**config.mk**
```make
export PLATFORM = sky130hd
export DESIGN_NAME = ppst_div
export DESIGN_NICKNAME = d
export VERILOG_FILES = /design/src/sv/ppst_pkg.sv /design/src/sv/ppst_div.sv
export SDC_FILE = /design/constraint.sdc
export NUM_CORES = 1
export LEC_CHECK = 0
export ABC_AREA = 1
export BUFFER_PORTS_ARGS = -buffer_cell sky130_fd_sc_hd__clkbuf_2
export CORE_AREA = 3 3 126 128
export DETAILED_ROUTE_END_ITERATION = 10
export DIE_AREA = 0 0 129 131
export GPL_ROUTABILITY_DRIVEN = 1
export PLACE_DENSITY = 0.87
export RECOVER_POWER = 25
export SLEW_MARGIN = 10
export SYNTH_ARGS = -nofsm -noshare
export SYNTH_HDL_FRONTEND = slang
export SYNTH_SLANG_ARGS = --single-unit
export TNS_END_PERCENT = 10
```
**constraint.sdc**
```tcl
create_clock -name clk -period 2.15 [get_ports clk]
set_input_delay 0.43 -clock clk [delete_from_list [all_inputs] [get_ports clk]]
set_output_delay 0.43 -clock clk [all_outputs]
set_load 0.02 [all_outputs]
```
**src/sv/ppst_pkg.sv**
```systemverilog
`default_nettype none
package ppst_pkg;
	localparam int MAX_WAYPOINTS = 256;
	localparam int CORDIC_STEPS = 16;
	localparam int IDX_W = $clog2(MAX_WAYPOINTS);
	localparam int CNT_W = $clog2(MAX_WAYPOINTS + 1);
	localparam int STEP_W = $clog2(CORDIC_STEPS);
	localparam int CW = 48;
	localparam int ZW = 20;
	localparam int DVD_W = 48;
	localparam int DVS_W = 33;

	localparam logic [1:0] CFG_LOOKAHEAD = 2'd0;
	localparam logic [1:0] CFG_MAX_LIN = 2'd1;
	localparam logic [1:0] CFG_MAX_ANG = 2'd2;

	localparam logic [2:0] ST_OK = 3'd0;
	localparam logic [2:0] ST_EMPTY = 3'd1;
	localparam logic [2:0] ST_CLEARED = 3'd2;
	localparam logic [2:0] ST_STORED = 3'd3;
	localparam logic [2:0] ST_FULL = 3'd4;

	localparam logic signed [ZW-1:0] PI16 = 20'sd205887;
	localparam logic signed [ZW-1:0] HALF_PI16 = 20'sd102944;
	localparam logic signed [17:0] PI13 = 18'sd25736;
	localparam logic signed [17:0] TWO_PI13 = 18'sd51472;
	localparam logic signed [CW-1:0] KINV30 = 48'sd652032874;

	typedef struct packed {
		logic start;
		logic rotate;
		logic signed [CW-1:0] x;
		logic signed [CW-1:0] y;
		logic signed [ZW-1:0] z;
	} cordic_cmd_t;

	typedef struct packed {
		logic done;
		logic signed [CW-1:0] x;
		logic signed [CW-1:0] y;
		logic signed [ZW-1:0] z;
	} cordic_rsp_t;

	function automatic logic signed [ZW-1:0] atan_val(input logic [4:0] i);
		logic signed [ZW-1:0] v;
		case (i)
			5'd0: v = 20'sd51472;
			5'd1: v = 20'sd30386;
			5'd2: v = 20'sd16055;
			5'd3: v = 20'sd8150;
			5'd4: v = 20'sd4091;
			5'd5: v = 20'sd2047;
			5'd6: v = 20'sd1024;
			5'd7: v = 20'sd512;
			5'd8: v = 20'sd256;
			5'd9: v = 20'sd128;
			5'd10: v = 20'sd64;
			5'd11: v = 20'sd32;
			5'd12: v = 20'sd16;
			5'd13: v = 20'sd8;
			5'd14: v = 20'sd4;
			5'd15: v = 20'sd2;
			5'd16: v = 20'sd1;
			default: v = '0;
		endcase
		return v;
	endfunction
endpackage
`default_nettype wire

```
**src/sv/ppst_div.sv**
```systemverilog
`default_nettype none
module ppst_div (
	input  wire logic                       clk,
	input  wire logic                       arst_n,
	input  wire logic                       start,
	input  wire logic [ppst_pkg::DVD_W-1:0] dividend,
	input  wire logic [ppst_pkg::DVS_W-1:0] divisor,
	output logic                            done,
	output logic [ppst_pkg::DVD_W-1:0]      quotient
);
	import ppst_pkg::*;

	localparam int CNT_DW = $clog2(DVD_W);

	logic              active_q;
	logic              done_q;
	logic [CNT_DW-1:0] cnt_q;
	logic [DVS_W:0]    rem_q;
	logic [DVD_W-1:0]  quo_q;
	logic [DVS_W-1:0]  dvs_q;
	logic [DVS_W:0]    trial;
	logic              fits;

	always_comb begin
		trial = {rem_q[DVS_W-1:0], quo_q[DVD_W-1]};
		fits = trial >= {1'b0, dvs_q};
	end

	always_ff @(posedge clk or negedge arst_n) begin
		if (!arst_n) begin
			active_q <= 1'b0;
			done_q <= 1'b0;
			cnt_q <= '0;
		end else begin
			done_q <= 1'b0;
			if (start) begin
				active_q <= 1'b1;
				cnt_q <= '0;
			end else if (active_q) begin
				cnt_q <= cnt_q + 1'b1;
				if (cnt_q == CNT_DW'(DVD_W - 1)) begin
					active_q <= 1'b0;
					done_q <= 1'b1;
				end
			end
		end
	end

	always_ff @(posedge clk) begin
		if (start) begin
			rem_q <= '0;
			quo_q <= dividend;
			dvs_q <= divisor;
		end else if (active_q) begin
			rem_q <= fits ? (trial - {1'b0, dvs_q}) : trial;
			quo_q <= {quo_q[DVD_W-2:0], fits};
		end
	end

	assign done = done_q;
	assign quotient = quo_q;
endmodule
`default_nettype wire

```
==> metrics <==
GPL Wtd Cong=approximately 0.97; worst setup path start=quotient[47]; Final min period=roughly 2300 ps; crit path DAT=2680 ps; nets@finish=1362; row count=45; DR iter-0 viols=around 690; failing checks=setup timing; routed vias/inst=between 5 and 6; initial antenna violation count=0; ys flop type=edfxtp_1; period utilisation layout=1.077; total gr overflow=0; Post-Syn Area=between 7000 and 8000 sq um; VDD IR max=roughly 540 uV; CP Capture Type=flip-flop; unrepaired setup endpoints after global routing=true; FFs w/ async S/R, synth=0.06557; Core Box Area=14980 sq um; FF-to-FF End=rem_q[26]; P_int=approximately 4800 uW; worst clock skew=~12 ps; Clock Tree Root=clkbuf_16; WL per Instance=around 15 um; final hold violations=0; hold wc startpoint=divisor[27]; Die W=~130 um; Post-DP Area=~8700 sq um; Sw Share=0.2716; Port-buffer cells=~130; Die Height=between 100 and 150 um; Starting Density=0.5124; clk sinks=between 100 and 150; Comb power frac=0.148; worst r2r src=quotient[47]; Avg Cell Area, Syn=7.152 sq um; Hold Path Depth=1; Lkg Pwr=approximately 0.0054 uW; worst-path cell chain=inv_2 > ha_4 > inv_4 > fa_2 > nand2_2 > nand2_4 > nand3b_4 > nand2_4 > nand2_2 > nand2_2 > nand2_4 > nand2_4 > nand2_8 > nand2_8 > clkbuf_16 > nand2_1 > nand3_1 > nand2_1; crit start category=flip-flop; pre-CTS WS=-111.5 ps; clock slew at reported path FFs=approximately 60 ps; Non-Filler Instances=around 1400; post-synthesis sequential area ratio=0.4292; Psw=~1800 uW; R2R cell count=18; worst-case clock buffer depth=2; max-cap violations=0; Max Slew Vio Count=0; # setup viols final=34; post-route cell area=9767 sq um; H-tree levels=4; clock group share of total power=0.429; vias in the first global route=6784; sequential power share=0.423; WS Path Type=flip-flop to flip-flop; Slew headroom=0.06516; Core Util, Final=0.6521; Cells after Synth=1073; ANT nets after route=0; CTS buffer count=17; cell mode on critical path=nand2_4; placed cells=about 1400; Hold Path Class=input pin to flip-flop; num ports=around 130; CP max stage delay=approximately 400 ps; clock tree from TritonCTS=yes; post-DP HPWL=about 14 mm; latest clock arrival within the worst-skew pair=420 ps; status=finished with violations; All-Layer GR Usage=0.2363; Synth cell types=35; Hold EP=dvs_q[27]; n_diodes=0; share of cells above drive strength 1=0.2038; CP Data Required Time=around 2500 ps; slowest CP cell=edfxtp_1; Syn Nets=roughly 1200; Slew @ Worst Pin=1402 ps; Synth Register Bits=around 120; die area=16900 sq um; routed vias=7348; Pre-Repair DR Iteration Count=7; critical path peak fanout=6; final wirelength=21.44 mm; r2r setup slk=-170 ps; Yosys Warn Count=0; Area Overhead vs Synth=27.28%; achievable frequency=431.8 MHz; post-route setup slack=-166.0 ps; EDFF count, synth=between 80 and 90; first-pass GRT wire length=roughly 32 mm; number of remaining DRC errors=0; largest net degree at the start of global routing=54; pwr/cell area=about 670 nW/um^2; Total Power=~6500 uW
[repair_timing]
action	CTS	global route
pin swaps	0	22
cloned	1	7
setup endpoints to repair	34	34
resized for setup	7	49
hold buffers	1	0
buffers inserted	0	4
hold endpoints to repair	8	0
[flip-flops by register name, summed over array words and instances (netlist names)]
signal and count:
quotient 48, dvs_q 33, rem_q 33, cnt_q 6, active_q 1, done 1
[how the worst max path moves through the flow]
stage | endpoint | slack (ps) | depth (start not counted)
finish | rem_q[26] | -170 | 18
global route | rem_q[8] | -280 | 18
CTS | quotient[0] | -60 | 15
detailed placement | rem_q[20] | -110 | 17
global placement | rem_q[20] | -60 | 17
floorplan | quotient[0] | -90 | 15
[cell families (layout without fill, tap and decap cells)]
family / Yosys count / after routing / share of synthesized area
compound gates: 28 / 28 / 0.01924
xor+xnor: 15 / 15 / 0.01712
fa+ha+maj: 35 / 35 / 0.05805
buf+inv: 192 / 375 / 0.09897
flops: 122 / 122 / 0.4292
simple gates: 681 / 681 / 0.3775
[metal layers]
| layer | vias to the layer above | track usage | share of wire | wire [um] |
|---|---|---|---|---|
| li1 | 3667 | - | - | - |
| met1 | 3296 | 0.2925 | 0.40 | 8621 |
| met2 | 337 | 0.3973 | 0.48 | 10360 |
| met3 | 48 | 0.06016 | 0.088 | 1893 |
| met4 | 0 | 0.09327 | 0.026 | 565 |
| met5 | - | 0 | 0 | 0 |
[power groups by stage]
stage	sequential (uW)	combinational (uW)	clock, uW
CTS	2760	915	2840
detailed placement	2800	905	0
global route	2780	1060	2930
floorplan	2890	463	0
global placement	2800	888	0
finish	2760	967	2800
[area by class of cell]
class                   count  area, sq um
well taps                 188        235.2
inverters                 165        625.6
flip-flops and latches    122         3293
clock buffers              17        425.4
multi-input cells         759         3822
repair buffers            178         1214
clock inverters            15        151.4
fillers                  1291         5210
[layout by cell type (no fill, tap or decap), types with 3 or more instances in the layout]
master	count
clkbuf_2	127
nor2_1	47
ha_1	32
nand3_2	6
nor2_2	7
clkbuf_1	5
nand3_1	45
dfrtp_1	8
xnor2_1	14
nand2_2	16
buf_4	30
edfxtp_1	81
clkinv_4	5
a21oi_1	22
nor3_1	9
and2_1	5
o21ai_0	3
nand2_1	481
nand3b_1	44
nand2_4	11
inv_1	161
dfxtp_1	33
clkinv_2	3
nand4_1	3
buf_12	6
clkbuf_16	23
[synth_stat cells, types with 2 or more instances]
| cell type | instances | area share |
|---|---|---|
| buf_6 | 3 | 0.0044 |
| and2_1 | 5 | 0.0041 |
| buf_4 | 3 | 0.0029 |
| nand3b_1 | 44 | 0.043 |
| nor2_2 | 3 | 0.0024 |
| nand2_2 | 5 | 0.0041 |
| xnor2_1 | 14 | 0.016 |
| nand2_4 | 2 | 0.0029 |
| clkbuf_1 | 16 | 0.0078 |
| nor3_1 | 9 | 0.0059 |
| nand4_1 | 3 | 0.0024 |
| nand3_1 | 50 | 0.033 |
| ha_1 | 34 | 0.055 |
| o21ai_0 | 3 | 0.0020 |
| nand2_1 | 503 | 0.25 |
| edfxtp_1 | 81 | 0.32 |
| dfrtp_1 | 8 | 0.026 |
| a21oi_1 | 22 | 0.014 |
| nor2_1 | 51 | 0.025 |
| inv_1 | 164 | 0.080 |
| dfxtp_1 | 33 | 0.086 |
| buf_2 | 4 | 0.0026 |
[worst max-delay path: cells and delay by family, from the launching register on]
family,cells,cell delay [ps]
AND/OR/NAND/NOR,13,1060
adder cells (fa/ha/maj),2,500
flip-flops,1,400
buffers and inverters,3,310
[through the flow]
step,hold WS (ps),setup TNS [ps]
2_1_floorplan,134.4,-2471
3_3_place_gp,284.9,-117.4
3_5_place_dp,288.8,-2004
4_1_cts,167.3,-1227
5_1_grt,171.3,-8739
6_report,179.7,-4613
(Power assumes the default switching activity.)
