### src/sv/ppst_pkg.sv
`default_nettype none
package ppst_pkg;
	localparam int MAX_WAYPOINTS = 256;
	localparam int CORDIC_STEPS = 16;
	localparam int IDX_W = $clog2(MAX_WAYPOINTS);
	localparam int CNT_W = $clog2(MAX_WAYPOINTS + 1);
	localparam int STEP_W = $clog2(CORDIC_STEPS);
	localparam int CW = 48;
	localparam int ZW = 20;
	localparam int DVD_W = 48;
	localparam int DVS_W = 33;

	localparam logic [1:0] CFG_LOOKAHEAD = 2'd0;
	localparam logic [1:0] CFG_MAX_LIN = 2'd1;
	localparam logic [1:0] CFG_MAX_ANG = 2'd2;

	localparam logic [2:0] ST_OK = 3'd0;
	localparam logic [2:0] ST_EMPTY = 3'd1;
	localparam logic [2:0] ST_CLEARED = 3'd2;
	localparam logic [2:0] ST_STORED = 3'd3;
	localparam logic [2:0] ST_FULL = 3'd4;

	localparam logic signed [ZW-1:0] PI16 = 20'sd205887;
	localparam logic signed [ZW-1:0] HALF_PI16 = 20'sd102944;
	localparam logic signed [17:0] PI13 = 18'sd25736;
	localparam logic signed [17:0] TWO_PI13 = 18'sd51472;
	localparam logic signed [CW-1:0] KINV30 = 48'sd652032874;

	typedef struct packed {
		logic start;
		logic rotate;
		logic signed [CW-1:0] x;
		logic signed [CW-1:0] y;
		logic signed [ZW-1:0] z;
	} cordic_cmd_t;

	typedef struct packed {
		logic done;
		logic signed [CW-1:0] x;
		logic signed [CW-1:0] y;
		logic signed [ZW-1:0] z;
	} cordic_rsp_t;

	function automatic logic signed [ZW-1:0] atan_val(input logic [4:0] i);
		logic signed [ZW-1:0] v;
		case (i)
			5'd0: v = 20'sd51472;
			5'd1: v = 20'sd30386;
			5'd2: v = 20'sd16055;
			5'd3: v = 20'sd8150;
			5'd4: v = 20'sd4091;
			5'd5: v = 20'sd2047;
			5'd6: v = 20'sd1024;
			5'd7: v = 20'sd512;
			5'd8: v = 20'sd256;
			5'd9: v = 20'sd128;
			5'd10: v = 20'sd64;
			5'd11: v = 20'sd32;
			5'd12: v = 20'sd16;
			5'd13: v = 20'sd8;
			5'd14: v = 20'sd4;
			5'd15: v = 20'sd2;
			5'd16: v = 20'sd1;
			default: v = '0;
		endcase
		return v;
	endfunction
endpackage
`default_nettype wire

### src/sv/ppst_cordic.sv
`default_nettype none
module ppst_cordic (
	input  wire logic                  clk,
	input  wire logic                  arst_n,
	input  wire ppst_pkg::cordic_cmd_t cmd,
	output ppst_pkg::cordic_rsp_t      rsp
);
	import ppst_pkg::*;

	logic                 active_q;
	logic                 rotate_q;
	logic                 done_q;
	logic [STEP_W-1:0]    step_q;
	logic signed [CW-1:0] x_q;
	logic signed [CW-1:0] y_q;
	logic signed [ZW-1:0] z_q;
	logic signed [CW-1:0] t;
	logic signed [CW-1:0] u;
	logic signed [ZW-1:0] a;
	logic                 d;

	always_comb begin
		t = y_q >>> step_q;
		u = x_q >>> step_q;
		a = atan_val(5'(step_q));
		d = rotate_q ? (z_q >= 0) : (y_q < 0);
	end

	always_ff @(posedge clk or negedge arst_n) begin
		if (!arst_n) begin
			active_q <= 1'b0;
			done_q <= 1'b0;
			step_q <= '0;
		end else begin
			done_q <= 1'b0;
			if (cmd.start) begin
				active_q <= 1'b1;
				step_q <= '0;
			end else if (active_q) begin
				step_q <= step_q + 1'b1;
				if (step_q == STEP_W'(CORDIC_STEPS - 1)) begin
					active_q <= 1'b0;
					done_q <= 1'b1;
				end
			end
		end
	end

	always_ff @(posedge clk) begin
		if (cmd.start) begin
			rotate_q <= cmd.rotate;
			x_q <= cmd.x;
			y_q <= cmd.y;
			z_q <= cmd.z;
		end else if (active_q) begin
			if (d) begin
				x_q <= x_q - t;
				y_q <= y_q + u;
				z_q <= z_q - a;
			end else begin
				x_q <= x_q + t;
				y_q <= y_q - u;
				z_q <= z_q + a;
			end
		end
	end

	assign rsp.done = done_q;
	assign rsp.x = x_q;
	assign rsp.y = y_q;
	assign rsp.z = z_q;
endmodule
`default_nettype wire

### config.mk
export PLATFORM = sky130hd
export DESIGN_NAME = ppst_cordic
export DESIGN_NICKNAME = d
export VERILOG_FILES = /design/src/sv/ppst_pkg.sv /design/src/sv/ppst_cordic.sv
export SDC_FILE = /design/constraint.sdc
export NUM_CORES = 1
export LEC_CHECK = 0
export BUFFER_PORTS_ARGS = -buffer_cell sky130_fd_sc_hd__buf_2
export CAP_MARGIN = 20
export CELL_PAD_IN_SITES_DETAIL_PLACEMENT = 1
export CELL_PAD_IN_SITES_GLOBAL_PLACEMENT = 2
export CORE_MARGIN = 2
export CORE_UTILIZATION = 30
export DETAILED_ROUTE_END_ITERATION = 10
export GPL_TIMING_DRIVEN = 0
export MAX_ROUTING_LAYER = met4
export PLACE_DENSITY_LB_ADDON = 0.25
export SKIP_CTS_REPAIR_TIMING = 1
export SYNTH_ARGS = -nofsm -noshare
export SYNTH_HDL_FRONTEND = slang
export SYNTH_SLANG_ARGS = --single-unit
export TNS_END_PERCENT = 1
### constraint.sdc
create_clock -name clk -period 18.8 [get_ports clk]
set_clock_uncertainty 0.2 [all_clocks]
set_input_delay 3.76 -clock clk [delete_from_list [all_inputs] [get_ports clk]]
set_output_delay 3.76 -clock clk [all_outputs]
set_load 0.05 [all_outputs]
==> impl_metrics.tcl <==
set metrics [dict create \
    worstPathArrival_ns 12.46 \
    detailed_place_hpwl_um 88500 \
    grt-ovfl-total 0 \
    timing.critical_path.to_type "register" \
    dpl.cell_count 3457 \
    synthesis_stage_register_bit_count 123 \
    met2RoutedLength_um 50300 \
    adder_cell_fraction_of_synth_area 0.0901 \
    clock_sinks 123 \
    slew_headroom 0.104 \
    place.gp.congestion 1.02 \
    cts.path.max_buffers 2 \
    synth_sequential_area_ratio 0.186 \
    drt-met1-wl_um 49500 \
    hold-worst-slack_ns 0.533 \
    yosys.area_share.xor_xnor 0.0889 \
    placed_standard_cell_area_um2 22100 \
    wire_length_of_the_first_global_routing_pass_um 154000 \
    share_of_layout_cells_above_drive_strength_1 0.185 \
    post_synth_and_or_nand_nor_area_fraction 0.176 \
    netlist.top_cell.by_area "sky130_fd_sc_hd__edfxtp_1" \
    top_cell_types_by_occurrence_after_synthesis "sky130_fd_sc_hd__nand2_1 (291), sky130_fd_sc_hd__o21ai_0 (218), sky130_fd_sc_hd__a21oi_1 (182)" \
    yosys_most_used_dff "sky130_fd_sc_hd__edfxtp_1" \
    timing.fmax_mhz 80.6 \
    hold_viol_final 0 \
    tritoncts "yes" \
    worst_setup_hold_path_clk_slew_ns 0.07 \
    final-max-slew-violation-count 0 \
    final_cell_area_um2 22600 \
    async_flop_share 0.0488 \
    reg2reg_depth 29 \
    number_of_antenna_violations_at_the_first_check_in_global_routing 12 \
    detail_route.first_pass.iterations 5 \
    netlist_instances 2359 \
    critPathMaxFanout 10 \
    layout.nets 2881 \
    postSynthNetCount 2619 \
    antenna_violating_nets_post_route 0 \
    cap_violations 0 \
    via_per_inst 6.02 \
    post-route-drc-count 0 \
    initial_standard_cell_utilization_of_the_core 0.304 \
    yosys.cell_types.count 92 \
    drt-wirelength-per-cell_um 31.2 \
    cell_at_the_root_of_the_clock_tree "sky130_fd_sc_hd__clkbuf_16" \
    final.period_utilization 0.660 \
    synth.avg_cell_area_um2 8.35 \
    nFillCells 7784 \
    wirelength_um 109000 \
    setup_viol_count_final 0 \
    yosys-top-cells-area "sky130_fd_sc_hd__edfxtp_1 (18%), sky130_fd_sc_hd__ha_1 (8.7%), sky130_fd_sc_hd__mux4_2 (7.2%)" \
    startpoint_type "register" \
    worst_skew_pair.late_latency_ns 0.50 \
    die_area_um2 67700 \
    cts_made_buffers 17 \
    top_signal_layer_used "met4" \
    yosys_warnings 0 \
    totalNegativeSetupSlack_ns 0 \
    synth_top_family_by_area "compound AO/OA/AOI/OAI gates" \
    synthMostInstantiatedCell "sky130_fd_sc_hd__nand2_1" \
    critPathSlowestCell "sky130_fd_sc_hd__clkbuf_1" \
    status "complete, no violations" \
    number_of_core_rows 93 \
    hp-class "reg2reg" \
    ff_latch_area_um2 3660 \
    number_of_global_route_vias_before_repair 21500 \
    tightestPinTransition_ns 1.34 \
    layout_min_cycle_time_ns 12.41 \
    min_path_cells 3 \
    area_of_the_multi_input_gates_um2 15100 \
    clock_tree.htree_level_count 4 \
    grt_setup_unrepaired "no" \
    boundaryPins 237 \
    total_of_buffers_placed_on_input_and_output_ports 236 \
    post-synth-top-area-fraction 0.178 \
    area.growth.synth_to_final_pct 15.0 \
    worst_path_most_repeated_cell "sky130_fd_sc_hd__clkbuf_1" \
    fraction_of_the_mapped_netlist_area_in_compound_gates 0.241 \
    dr_wl_met3_um 5270 \
    chipWidth_um 260 \
    critical-path-max-stage-delay_ns 0.91 \
    route.vias.total 21000 \
    core_region_area_um2 64700 \
    timing.critical_path.required_ns 18.85 \
    synth-edff-count 117 \
    mux_cell_area_share_after_synthesis 0.170 \
    die_h_um 260 \
    stdcell_count 3493 \
    track_usage 0.327 \
    netlist_area_um2 19700 \
    drt_first_iter_violations 1635 \
    worstSetupPathType "reg2reg" \
    maximum_number_of_pins_on_one_net_before_global_route_repair 60 \
]
[critical path, delay by kind of cell (launching register included)]
family	cells	cell delay [ns]
xor+xnor	2	0.83
compound gates	11	2.89
flops	1	0.36
simple gates	4	0.86
fa+ha+maj	2	0.55
buf+inv	10	6.42
[cell type report]
class | instances | area share
diodes | 4 | 0.000442
plain buffers | 141 | 0.0332
clock buffers | 21 | 0.0199
clock inverters | 11 | 0.00431
inverters | 54 | 0.00895
multi-input cells | 2041 | 0.666
flip-flops and latches | 123 | 0.162
well taps | 855 | 0.0472
repair buffers | 243 | 0.0581
[worst paths after layout]
path | startpoint | endpoint | slack, ns
worst max-delay path | step_q[2]$_DFFE_PN0P_ | y_q[47]$_DFFE_PP_ | 6.39
max in group asynchronous | arst_n | step_q[3]$_DFFE_PN0P_ | 15.33
worst max register to register | step_q[2]$_DFFE_PN0P_ | y_q[47]$_DFFE_PP_ | 6.39
worst min-delay path | active_q$_DFF_PN0_ | active_q$_DFF_PN0_ | 0.53
worst min register to register | active_q$_DFF_PN0_ | active_q$_DFF_PN0_ | 0.53
min in group asynchronous | arst_n | done_q$_DFF_PN0_ | 2.89
[logic make-up after synthesis]
| kind of cell | after synthesis |
|---|---|
| DFF | 123 |
| AOI/OAI and AO/OA | 754 |
| muxes | 226 |
| xor gates and xnor gates | 199 |
| and+or+nand+nor | 722 |
| adders and majority gates | 140 |
| buffers and inverters | 195 |
[metrics by stage]
| stage | util | worst slack [ns] |
|---|---|---|
| finish | 0.350 | 6.39 |
| global route | 0.350 | 6.09 |
| CTS | 0.350 | 6.73 |
| detailed placement | 0.341 | 6.76 |
| global placement | 0.339 | 6.67 |
| floorplan | - | 11.89 |
[state kept, by name, summed over array words and instances, names as in the netlist]
signal and count:
done_q 1, rotate_q 1, y_q 48, step_q 4, z_q 20, x_q 48, active_q 1
[cell usage in the layout, fill, tap and decap left out, drive strengths merged, types with 10 or more instances in the layout]
master / n
buf: 314
nand2: 291
o21ai: 230
a21oi: 182
nor2: 142
ha: 137
edfxtp: 117
xnor2: 111
mux2i: 91
clkbuf: 91
xor2: 88
mux4: 76
a21o: 75
mux2: 59
inv: 52
nand3: 44
nor3: 41
a31oi: 36
nand2b: 29
o31ai: 29
nand4: 27
and2: 25
o21bai: 25
nor2b: 24
and3: 24
o21a: 23
a211oi: 20
or2: 17
o22ai: 16
o211ai: 15
nor3b: 10
[metal layers]
| metal | GRT usage | vias up |
|---|---|---|
| met3 | 0.0399 | 129 |
| met1 | 0.425 | 10800 |
| met4 | 0.117 | 0 |
| li1 | - | 9415 |
| met5 | - | - |
| met2 | 0.520 | 701 |
Power is left out: the tool's default activity adds up to more than one toggle a clock period on the data nets, which glitch-free logic cannot reach.
